--- src/rtl/tor_pkg.sv ---
// ----------------------------------------------------------------------------
// tor_pkg
// Types and constants shared by the tilt orientation controller.
// ----------------------------------------------------------------------------
package tor_pkg;

  localparam int unsigned TiltW = 11;

  // Orientation codes.
  localparam logic [1:0] ORIENT_NORMAL   = 2'd0;
  localparam logic [1:0] ORIENT_LEFT     = 2'd1;
  localparam logic [1:0] ORIENT_INVERTED = 2'd2;
  localparam logic [1:0] ORIENT_RIGHT    = 2'd3;

  // Request codes.
  localparam logic [1:0] REQ_NONE = 2'd0;
  localparam logic [1:0] REQ_FWD  = 2'd1;
  localparam logic [1:0] REQ_BACK = 2'd2;
  localparam logic [1:0] REQ_STOP = 2'd3;

  // Resume orientation value meaning no resume point is recorded.
  localparam logic [2:0] RESUME_NONE = 3'd4;

  // Configuration register indexes.
  localparam logic [2:0] CFG_TILT_LOW   = 3'd0;
  localparam logic [2:0] CFG_TILT_HIGH  = 3'd1;
  localparam logic [2:0] CFG_SIDE_LEFT  = 3'd2;
  localparam logic [2:0] CFG_SIDE_RIGHT = 3'd3;
  localparam logic [2:0] CFG_MID_LEFT   = 3'd4;
  localparam logic [2:0] CFG_MID_RIGHT  = 3'd5;

  // Threshold reset values.
  localparam logic signed [TiltW-1:0] TILT_LOW_RST   = 11'sd465;
  localparam logic signed [TiltW-1:0] TILT_HIGH_RST  = 11'sd525;
  localparam logic signed [TiltW-1:0] SIDE_LEFT_RST  = 11'sd210;
  localparam logic signed [TiltW-1:0] SIDE_RIGHT_RST = 11'sd425;
  localparam logic signed [TiltW-1:0] MID_LEFT_RST   = 11'sd305;
  localparam logic signed [TiltW-1:0] MID_RIGHT_RST  = 11'sd345;

  typedef struct packed {
    logic signed [TiltW-1:0] tilt_low;
    logic signed [TiltW-1:0] tilt_high;
    logic signed [TiltW-1:0] side_left;
    logic signed [TiltW-1:0] side_right;
    logic signed [TiltW-1:0] mid_left;
    logic signed [TiltW-1:0] mid_right;
  } cfg_t;

  typedef struct packed {
    logic                    tablet_mode;
    logic [1:0]              req_type;
    logic signed [TiltW-1:0] accel_x;
    logic signed [TiltW-1:0] accel_y;
  } item_t;

  typedef struct packed {
    logic [1:0] orientation;
    logic       rotated;
    logic       auto_mode;
    logic       entered_tablet;
    logic       left_tablet;
    logic       auto_resumed;
    logic       manual_started;
    logic       step_refused;
    logic       stopped;
  } result_t;

  typedef struct packed {
    logic [1:0] display_orient;
    logic       auto_on;
    logic [2:0] resume_orient;
    logic [1:0] auto_target;
    logic [1:0] held_choice;
    logic       tablet_seen;
    logic       tablet_prev;
    logic       halted;
  } state_t;

endpackage

--- src/rtl/tor_classify.sv ---
// ----------------------------------------------------------------------------
// tor_classify
// Sorts one tilt reading into an orientation using the six thresholds.
// ----------------------------------------------------------------------------
module tor_classify (
  input  tor_pkg::cfg_t                   cfg,
  input  logic signed [tor_pkg::TiltW-1:0] accel_x,
  input  logic signed [tor_pkg::TiltW-1:0] accel_y,
  input  logic [1:0]                      held_choice,
  output logic [1:0]                      choice
);
  import tor_pkg::*;

  // One extra bit so that negating the most negative reading stays exact.
  logic signed [TiltW:0] neg_y;
  logic signed [TiltW:0] x_ext;
  logic                  below_band;
  logic                  above_band;

  assign neg_y      = -$signed({accel_y[TiltW-1], accel_y});
  assign x_ext      = $signed({accel_x[TiltW-1], accel_x});
  assign below_band = neg_y < $signed({cfg.tilt_low[TiltW-1], cfg.tilt_low});
  assign above_band = neg_y > $signed({cfg.tilt_high[TiltW-1], cfg.tilt_high});

  always_comb begin
    if (below_band || above_band) begin
      if (x_ext < $signed({cfg.side_left[TiltW-1], cfg.side_left})) begin
        choice = ORIENT_LEFT;
      end else if (x_ext > $signed({cfg.side_right[TiltW-1], cfg.side_right})) begin
        choice = ORIENT_RIGHT;
      end else begin
        choice = below_band ? ORIENT_INVERTED : ORIENT_NORMAL;
      end
    end else begin
      if (x_ext < $signed({cfg.mid_left[TiltW-1], cfg.mid_left})) begin
        choice = ORIENT_LEFT;
      end else if (x_ext > $signed({cfg.mid_right[TiltW-1], cfg.mid_right})) begin
        choice = ORIENT_RIGHT;
      end else begin
        choice = held_choice;
      end
    end
  end

endmodule

--- src/rtl/tor_update.sv ---
// ----------------------------------------------------------------------------
// tor_update
// Controller state and the per-transaction state update and result.
// ----------------------------------------------------------------------------
module tor_update (
  input  logic             clk,
  input  logic             rst_n,
  input  logic             adv,
  input  tor_pkg::cfg_t    cfg,
  input  tor_pkg::item_t   item,
  output tor_pkg::result_t result
);
  import tor_pkg::*;

  state_t     st_r;
  state_t     st_nxt;
  logic       is_step;
  logic [1:0] step_orient;
  logic [1:0] cls_held;
  logic [1:0] cls_choice;

  assign is_step     = (item.req_type == REQ_FWD) || (item.req_type == REQ_BACK);
  assign step_orient = (item.req_type == REQ_FWD) ? st_r.display_orient + 2'd1
                                                  : st_r.display_orient - 2'd1;
  // A manual step in the same transaction updates the held choice first.
  assign cls_held    = is_step ? step_orient : st_r.held_choice;

  tor_classify u_classify (
    .cfg         (cfg),
    .accel_x     (item.accel_x),
    .accel_y     (item.accel_y),
    .held_choice (cls_held),
    .choice      (cls_choice)
  );

  always_comb begin
    logic rot, ent, lft, res, man, refused;
    st_nxt  = st_r;
    rot     = 1'b0;
    ent     = 1'b0;
    lft     = 1'b0;
    res     = 1'b0;
    man     = 1'b0;
    refused = 1'b0;
    if (!st_r.halted && item.req_type == REQ_STOP) begin
      st_nxt.halted = 1'b1;
    end else if (!st_r.halted) begin
      if (!st_r.tablet_seen || st_r.tablet_prev != item.tablet_mode) begin
        if (item.tablet_mode) begin
          ent = 1'b1;
        end else begin
          lft                   = 1'b1;
          st_nxt.display_orient = ORIENT_NORMAL;
          rot                   = 1'b1;
        end
      end
      if (item.tablet_mode) begin
        if (is_step) begin
          st_nxt.held_choice = step_orient;
          if ({1'b0, step_orient} == st_r.resume_orient) begin
            st_nxt.display_orient = step_orient;
            rot                   = 1'b1;
            st_nxt.auto_on        = 1'b1;
            st_nxt.resume_orient  = RESUME_NONE;
            res                   = 1'b1;
          end else if (st_r.auto_on &&
                       {1'b0, st_r.display_orient} == st_r.resume_orient) begin
            st_nxt.auto_on = 1'b0;
            man            = 1'b1;
          end else begin
            if (st_r.auto_on) begin
              man                  = 1'b1;
              st_nxt.resume_orient = {1'b0, st_r.display_orient};
            end else begin
              st_nxt.display_orient = step_orient;
              rot                   = 1'b1;
            end
            st_nxt.auto_on = 1'b0;
          end
        end
        if (st_nxt.auto_on) begin
          st_nxt.held_choice = cls_choice;
          if (cls_choice != st_r.auto_target) begin
            st_nxt.display_orient = cls_choice;
            rot                   = 1'b1;
            st_nxt.auto_target    = cls_choice;
          end
        end
      end else if (is_step) begin
        refused = 1'b1;
      end
      st_nxt.tablet_prev = item.tablet_mode;
      st_nxt.tablet_seen = 1'b1;
    end
    result.orientation    = st_nxt.display_orient;
    result.rotated        = rot;
    result.auto_mode      = st_nxt.auto_on;
    result.entered_tablet = ent;
    result.left_tablet    = lft;
    result.auto_resumed   = res;
    result.manual_started = man;
    result.step_refused   = refused;
    result.stopped        = st_nxt.halted;
  end

  always_ff @(posedge clk) begin
    if (!rst_n) begin
      st_r.display_orient <= ORIENT_NORMAL;
      st_r.auto_on        <= 1'b1;
      st_r.resume_orient  <= RESUME_NONE;
      st_r.auto_target    <= ORIENT_NORMAL;
      st_r.held_choice    <= ORIENT_NORMAL;
      st_r.tablet_seen    <= 1'b0;
      st_r.tablet_prev    <= 1'b0;
      st_r.halted         <= 1'b0;
    end else if (adv) begin
      st_r <= st_nxt;
    end
  end

endmodule

--- src/rtl/tilt_orientation_controller_top.sv ---
// ----------------------------------------------------------------------------
// tilt_orientation_controller_top
// Tilt-driven screen orientation controller with valid/stall channels.
// ----------------------------------------------------------------------------
// Usage: each input transaction carries the tablet flag, a request code and
// one raw tilt reading; each one produces exactly one result transaction with
// the orientation after that tick and a set of event flags.
// Both channels use valid and stall: a transaction moves on a rising edge
// where valid is high and stall is low. The threshold registers are written
// through cfg_we / cfg_index / cfg_wdata, by the user only while the block is
// idle; the block itself does not enforce this. An accepted transaction sits
// in the input register until the result register is empty or being taken;
// the classify-and-update logic then loads the result register and out_valid
// rises. Throughput is one transaction per cycle while the receiver does not
// stall, set by the single combinational pass between the two registers.
// Reset (synchronous, active low) restores the default thresholds, orientation
// normal, automatic mode on, no resume point, and empties both stages.
// When the receiver stalls, the result register holds its transaction and
// the input register can still take one more; after that in_stall rises.
// ----------------------------------------------------------------------------
module tilt_orientation_controller_top (
  input  logic                             clk,
  input  logic                             rst_n,
  // Configuration write port.
  input  logic                             cfg_we,
  input  logic [2:0]                       cfg_index,
  input  logic [tor_pkg::TiltW-1:0]        cfg_wdata,
  // Input channel.
  input  logic                             in_valid,
  output logic                             in_stall,
  input  logic                             in_tablet_mode,
  input  logic [1:0]                       in_req_type,
  input  logic signed [tor_pkg::TiltW-1:0] in_accel_x,
  input  logic signed [tor_pkg::TiltW-1:0] in_accel_y,
  // Result channel.
  output logic                             out_valid,
  input  logic                             out_stall,
  output logic [1:0]                       out_orientation,
  output logic                             out_rotated,
  output logic                             out_auto_mode,
  output logic                             out_entered_tablet,
  output logic                             out_left_tablet,
  output logic                             out_auto_resumed,
  output logic                             out_manual_started,
  output logic                             out_step_refused,
  output logic                             out_stopped
);
  import tor_pkg::*;

  cfg_t    cfg_r;
  item_t   item_r;
  logic    item_valid_r;
  result_t res_nxt;
  result_t res_r;
  logic    out_valid_r;
  logic    in_accept;
  logic    adv;

  // The held item moves into the result register whenever that register is
  // empty or its transaction is being taken in this same cycle.
  assign adv       = item_valid_r && (!out_valid_r || !out_stall);
  assign in_stall  = item_valid_r && !adv;
  assign in_accept = in_valid && !in_stall;

  // Threshold registers. Indexes past the last register are ignored.
  always_ff @(posedge clk) begin
    if (!rst_n) begin
      cfg_r.tilt_low   <= TILT_LOW_RST;
      cfg_r.tilt_high  <= TILT_HIGH_RST;
      cfg_r.side_left  <= SIDE_LEFT_RST;
      cfg_r.side_right <= SIDE_RIGHT_RST;
      cfg_r.mid_left   <= MID_LEFT_RST;
      cfg_r.mid_right  <= MID_RIGHT_RST;
    end else if (cfg_we) begin
      unique case (cfg_index)
        CFG_TILT_LOW:   cfg_r.tilt_low   <= cfg_wdata;
        CFG_TILT_HIGH:  cfg_r.tilt_high  <= cfg_wdata;
        CFG_SIDE_LEFT:  cfg_r.side_left  <= cfg_wdata;
        CFG_SIDE_RIGHT: cfg_r.side_right <= cfg_wdata;
        CFG_MID_LEFT:   cfg_r.mid_left   <= cfg_wdata;
        CFG_MID_RIGHT:  cfg_r.mid_right  <= cfg_wdata;
        default: begin
        end
      endcase
    end
  end

  // Input register.
  always_ff @(posedge clk) begin
    if (!rst_n) begin
      item_valid_r <= 1'b0;
    end else if (in_accept) begin
      item_valid_r <= 1'b1;
    end else if (adv) begin
      item_valid_r <= 1'b0;
    end
  end

  always_ff @(posedge clk) begin
    if (in_accept) begin
      item_r.tablet_mode <= in_tablet_mode;
      item_r.req_type    <= in_req_type;
      item_r.accel_x     <= in_accel_x;
      item_r.accel_y     <= in_accel_y;
    end
  end

  // Classification and state update; state commits on adv.
  tor_update u_update (
    .clk    (clk),
    .rst_n  (rst_n),
    .adv    (adv),
    .cfg    (cfg_r),
    .item   (item_r),
    .result (res_nxt)
  );

  // Result register.
  always_ff @(posedge clk) begin
    if (!rst_n) begin
      out_valid_r <= 1'b0;
    end else if (adv) begin
      out_valid_r <= 1'b1;
    end else if (!out_stall) begin
      out_valid_r <= 1'b0;
    end
  end

  always_ff @(posedge clk) begin
    if (adv) begin
      res_r <= res_nxt;
    end
  end

  assign out_valid          = out_valid_r;
  assign out_orientation    = res_r.orientation;
  assign out_rotated        = res_r.rotated;
  assign out_auto_mode      = res_r.auto_mode;
  assign out_entered_tablet = res_r.entered_tablet;
  assign out_left_tablet    = res_r.left_tablet;
  assign out_auto_resumed   = res_r.auto_resumed;
  assign out_manual_started = res_r.manual_started;
  assign out_step_refused   = res_r.step_refused;
  assign out_stopped        = res_r.stopped;

endmodule

--- config.mk ---
export PLATFORM = sky130hd
export DESIGN_NAME = tilt_orientation_controller_top
export DESIGN_NICKNAME = d
export VERILOG_FILES = /design/src/rtl/tor_pkg.sv /design/src/rtl/tor_classify.sv /design/src/rtl/tor_update.sv /design/src/rtl/tilt_orientation_controller_top.sv
export SDC_FILE = /design/constraint.sdc
export NUM_CORES = 1
export LEC_CHECK = 0
export BUFFER_PORTS_ARGS = -buffer_cell sky130_fd_sc_hd__buf_4
export CORE_ASPECT_RATIO = 2
export CORE_MARGIN = 1.5
export CORE_UTILIZATION = 35
export DETAILED_ROUTE_END_ITERATION = 6
export PLACE_DENSITY = 0.58
export RECOVER_POWER = 25
export SLEW_MARGIN = 20
export SYNTH_ARGS = -nofsm -noshare
export SYNTH_HDL_FRONTEND = slang
export SYNTH_HIERARCHICAL = 1
export SYNTH_SLANG_ARGS = --single-unit
export TNS_END_PERCENT = 1
--- constraint.sdc ---
create_clock -name clk -period 14 [get_ports clk]
set_input_delay 0.7 -clock clk [delete_from_list [all_inputs] [get_ports clk]]
set_output_delay 0.7 -clock clk [all_outputs]
set_load 0.02 [all_outputs]
Yosys cells after proc, flatten, opt, wreduce, memory -nomap -nowiden:

Index checks and enable logic that the tools add are counted.

* order comparisons: 6
* bitwise operators: 5
* equal/unequal tests: 16
* mux-type cells: 45
* add/subtract/negate cells: 3
* reductions and logical operators: 32

Operators by type and width (count)
* 2-bit 2-to-1 mux: 15
* 6-bit 2-to-1 mux: 5
* 12-bit 2-to-1 mux: 2
* 11-bit greater-than comparator: 2
* 11-bit < comparator: 2
* 1-bit 2-to-1 mux: 19
* 12-bit by 11-bit greater-than comparator with 1-bit output: 1
* 12-bit by 11-bit < comparator with 1-bit output: 1
* 11-bit negation with 12-bit output: 1
* 2-bit AND reduction: 6
* 10-bit 2-to-1 mux: 1
* 7-bit AND reduction: 1
* 2-bit by 3-bit equality test with 1-bit output: 2
* 3-bit by 2-bit equality test with 1-bit output (second input constant): 2
* 3-bit equality test (second input constant): 2
* 1-bit zero test: 6
* 3-bit 2-to-1 mux: 2
* 6-bit AND reduction: 1
* 3-bit OR reduction: 2
* 1-bit logical AND: 5
* 5-bit by 1-bit != test with 1-bit output (second input constant): 1
* 5-bit by 2-bit != test with 1-bit output (second input constant): 1
* 1-bit NOT: 5
* 5-bit OR reduction: 1
* other kinds (17): 21

* register bits after elaboration: 116
* word-level logic and storage cells: 136

Depth between registers and ports, before layout:

* word-level depth: 15
* gate-level depth with buffers: 17
* depth with buffers taken out: 17

Cells and area by module:

The synthesis kept the hierarchy.

By module, submodules not included
* tilt_orientation_controller_top: times used 1, cells each 287, area an instance 3691.0 um2
* tor_classify: times used 1, cells each 260, area an instance 1895.6 um2
* tor_update: times used 1, cells each 132, area an instance 1012.2 um2

Worst setup path before layout:

No wires, ideal clock.

* path type: reg-to-reg
* start: register item_r[3] (netlist name)
* end: register res_r (netlist bit out_orientation[1]), data pin
* path slack: 9.442 ns
* data required time: 13.740 ns
* period minus slack after synthesis: 4.558 ns
* arrival time: 4.298 ns
* cell stages (with the launch flop): 17
* path through: edfxtp_1 -> nor4_1 -> nand2_1 -> nor2_1 -> xnor2_1 -> ha_1 -> and2_1 -> a221o_1 -> a2111oi_4 -> a211oi_2 -> or4_1 -> o32a_1 -> xor2_1 -> or3_1 -> a2111o_1 -> nand2_1 -> o21ai_0

RTL lines
* end signal, assigned: line tilt_orientation_controller_top.sv:131 `res_r <= res_nxt;`
* end, declared: line tilt_orientation_controller_top.sv:54 `result_t res_r;`

==> summary.md <==
| Metric | Value |
|---|---|
| Skew-Pair Late Insertion Delay | `420 ps` |
| Worst min-delay path category | `register to register` |
| Final setup vio count | `0` |
| Final routed wire length divided by cell count | `17.36 microns` |
| # IOs | `56` |
| Postcts setup bufs | `0` |
| Type of the worst setup path | `register to register` |
| Worst Clk Skew | `8.144 ps` |
| Met1 WL | `6192 microns` |
| Number of hold-repair buffers added at the cts stage | `0` |
| Hold Vio Cnt, Final | `0` |
| Fin. max-slew vios | `107` |
| Leading post-synthesis cells by cell area | `dfxtp_1, edfxtp_1, ha_1` |
| Per-cell via count in the routed design | `5.220` |
| Final Worst Setup Slack | `8866 ps` |
| Pre-CTS setup slack | `8915 ps` |
| Sum of net half-perimeters after detailed placement | `12570 microns` |
| Worst vdd ir | `73.34 uV` |
| Fraction of layout cells with a size suffix above 1 | `0.1317` |
| Fraction of the core area covered by cells at the end of the flow | `0.4224` |
| Total wire length | `16660 microns` |
| Fraction of the mapped netlist area in adder cells | `0.1289` |
| Clock buffers created by TritonCTS | `17` |
| Number of instances resized during post-cts repair | `0` |
| Core Area | `18390 sq um` |
| Total number of nets in the final design | `843` |
| Detailed-route via count | `5011` |
| Share of the yosys chip area belonging to registers | `0.4050` |
| Post-synthesis share of cell area spent on and, or, nand and nor gates | `0.1633` |
| Critical Path Start | `item_r[3]$_DFFE_PP_` |
| Normalized max-slew margin | `-1.778` |
| Fmax | `194.8 MHz` |
| Highest routed layer | `met4` |
| Initial core utilization | `0.3588` |
| Area enclosed by the die boundary | `19740 sq um` |
| Cell taking the most area after synthesis | `dfxtp_1` |
| Register clock-pin slew on the reported worst setup and hold paths | `60 ps` |
| Violated checks | `capacitance limit, slew limit` |
| Capture instance of the worst register-to-register path | `out_orientation[1]$_DFFE_PP_` |
| Wire length on met3 | `450 microns` |
| Critical Path Sink | `out_orientation[1]$_DFFE_PP_` |
| CTS tree | `yes` |
| Ant diodes | `0` |
| Total global routing overflow | `0` |
| RSZ-0062 raised after global routing | `no` |
| Total Negative Setup Slacks | `0 ps` |
| Final-layout fill cell count | `1800` |
| Number of clock sinks | `116` |
| R2r worst-path depth | `16` |
| Total GRT Usage | `0.1756` |
| Number of global-route vias before repair | `5248` |
| Leakage component of the power | `3.518 nW` |
| Multiplexer share of the synthesized area | `0.1143` |
| Combinational family with the most area after synthesis | `simple AND/OR/NAND/NOR gates` |
| Most used DFF post-synth | `dfxtp_1` |
| Maximum net fanout on the critical path | `5` |
| Synth-to-Final Area Change | `17.75%` |
| Final RePlAce weighted congestion | `0.8984` |
| Final Power | `0.9086 mW` |
| Synth Instances | `679` |
| Most repeated cell in the gate-level netlist after synthesis | `dfxtp_1` |
| Count of yosys warnings during synthesis | `6` |
| Number of detailed-route iterations in the first pass | `4` |
| Number of violations reported at the end of detailed-routing iteration 0 | `220` |
| Type of destination of the critical path | `register` |
| Cell Area, Synth | `6599 sq um` |
| Input/output buffers | `55` |
| Yosys reg bits | `116` |
| X dimension of the die | `100.1 microns` |
| Worst Max-Slew Pin Slew | `4167 ps` |
| FF-to-FF setup slack | `8870 ps` |
| Clock H-tree levels | `4` |
| First-pass GRT wire length | `26140 microns` |
| Remaining antenna violation count | `0` |
| Synth cell count leaders | `dfxtp_1, inv_1, nand2_1` |
| Worst endpoint data arrival time | `5300 ps` |
| Worst-case clock buffer depth | `2` |
| Area fraction in compound gates after synthesis | `0.1056` |
| Post-synth EDFFs | `35` |
| Library cells used by synthesis | `63` |
| Yosys top cell area share | `0.2457` |
| Xor and xnor area share after synthesis | `0.02294` |
| Run status | `complete, but fails checks` |
| Number of antenna violations at the first check in global routing | `0` |
| Pin count of the biggest net entering global routing | `107` |
| Final worst path period share | `0.3667` |
| Chip Height | `197.2 microns` |
| Worst reg2reg path startpoint | `item_r[3]$_DFFE_PP_` |
| Critical path required time | `14170 ps` |
| Floorplan row count | `70` |
| Mean instance size in the synthesized netlist | `9.718 sq um` |
| Clock period minus final worst setup slack | `5134 ps` |
| Power density cells | `116.9 nW/um^2` |
| Critical path launch point type | `register` |
| Asr flop ratio synth | `0` |
| Total of max-cap violations | `1` |
| Clock tree root buffer cell | `clkbuf_16` |
| Mapped Nets | `791` |
| Met2 routed WL | `9432 microns` |
| Post-detailed-route DRC marker count | `0` |
[routing by layer]
layer / global-route usage / vias up
met4: 0.09703 / 0
li1: - / 2483
met3: 0.03432 / 37
met2: 0.3411 / 110
met5: 0 / -
met1: 0.1665 / 2381
[report_power, final]
group / total (mW) / internal, mW / switching, mW
clock: 0.429 / 0.262 / 0.167
sequential: 0.369 / 0.360 / 0.00992
combinational: 0.110 / 0.0480 / 0.0620
[worst min-delay path by stage]
stage | from | to | slack, ps | cells after the start
2_1_floorplan | cfg_r[23]$_SDFFE_PN0P_ | cfg_r[23]$_SDFFE_PN0P_ | 430 | 2
3_3_place_gp | cfg_r[23]$_SDFFE_PN0P_ | cfg_r[23]$_SDFFE_PN0P_ | 440 | 2
3_5_place_dp | cfg_r[35]$_SDFFE_PN0P_ | cfg_r[35]$_SDFFE_PN0P_ | 450 | 2
4_1_cts | in_accel_x[5] | item_r[16]$_DFFE_PP_ | 430 | 1
5_1_grt | in_accel_x[7] | item_r[18]$_DFFE_PP_ | 460 | 1
6_report | cfg_r[12]$_SDFFE_PN0P_ | cfg_r[12]$_SDFFE_PN0P_ | 460 | 2
[kinds of logic (layout without fill, tap and decap cells)]
group	after synthesis	in the layout
DFF	116	116
buffers and inverters	102	167
and+or+nand+nor	204	204
AOI/OAI and AO/OA	100	100
muxes	75	75
xor gates and xnor gates	14	14
adders and majority gates	68	68
[per-stage QoR]
step	instance area, sq um	hold slack (ps)	std cells
after floorplan	6599	434.7	679
after global placement	7201	443.1	928
after detailed placement	7201	447.4	928
after CTS	7781	432.4	960
after global routing	7770	457.3	960
final	7770	457.3	960
[cell type report]
class / instances / area [sq um] / area share
Multi-Input combinational cell: 461 / 3533 / 0.4548
Timing Repair Buffer: 58 / 424.2 / 0.05459
Inverter: 77 / 289.0 / 0.03720
Sequential cell: 116 / 2673 / 0.3440
Tap cell: 216 / 270.3 / 0.03478
Clock buffer: 17 / 425.4 / 0.05475
Clock inverter: 15 / 155.1 / 0.01997
[worst max-delay path, stage by stage (launching register included)]
cell and delay (ps):
edfxtp_1 430, nor4_1 640, nand2_1 160, nor2_1 150, xnor2_1 160, ha_1 280
and2_1 200, a221o_1 340, a2111oi_4 370, a211oi_2 170, or4_1 530, o32a_1 250
xor2_1 200, or3_1 400, a2111o_1 450, nand2_1 80, o21ai_0 70
[state kept, by name (all words and copies together) (netlist names)]
name	count
cfg_r	66
item_r	25
item_valid_r	1
out_auto_mode	1
out_auto_resumed	1
out_entered_tablet	1
out_left_tablet	1
out_manual_started	1
out_orientation	2
out_rotated	1
out_step_refused	1
out_stopped	1
out_valid	1
u_update/st_r	13
[cells in the final DEF, fill, tap and decap left out, drive strengths merged, types with 5 or more instances in the layout]
master   n
a21o    10
a21oi   25
a31oi    6
buf     30
clkbuf  45
clkinv   7
dfxtp   81
edfxtp  35
ha      68
inv     80
mux2i   72
nand2   74
nand2b   5
nand3   12
nand4    8
nor2    18
nor2b   46
nor3     8
nor4     5
o21a     6
o21ai   18
xnor2    5
xor2     7
No activity file was read; power rests on OpenSTA's default activity.
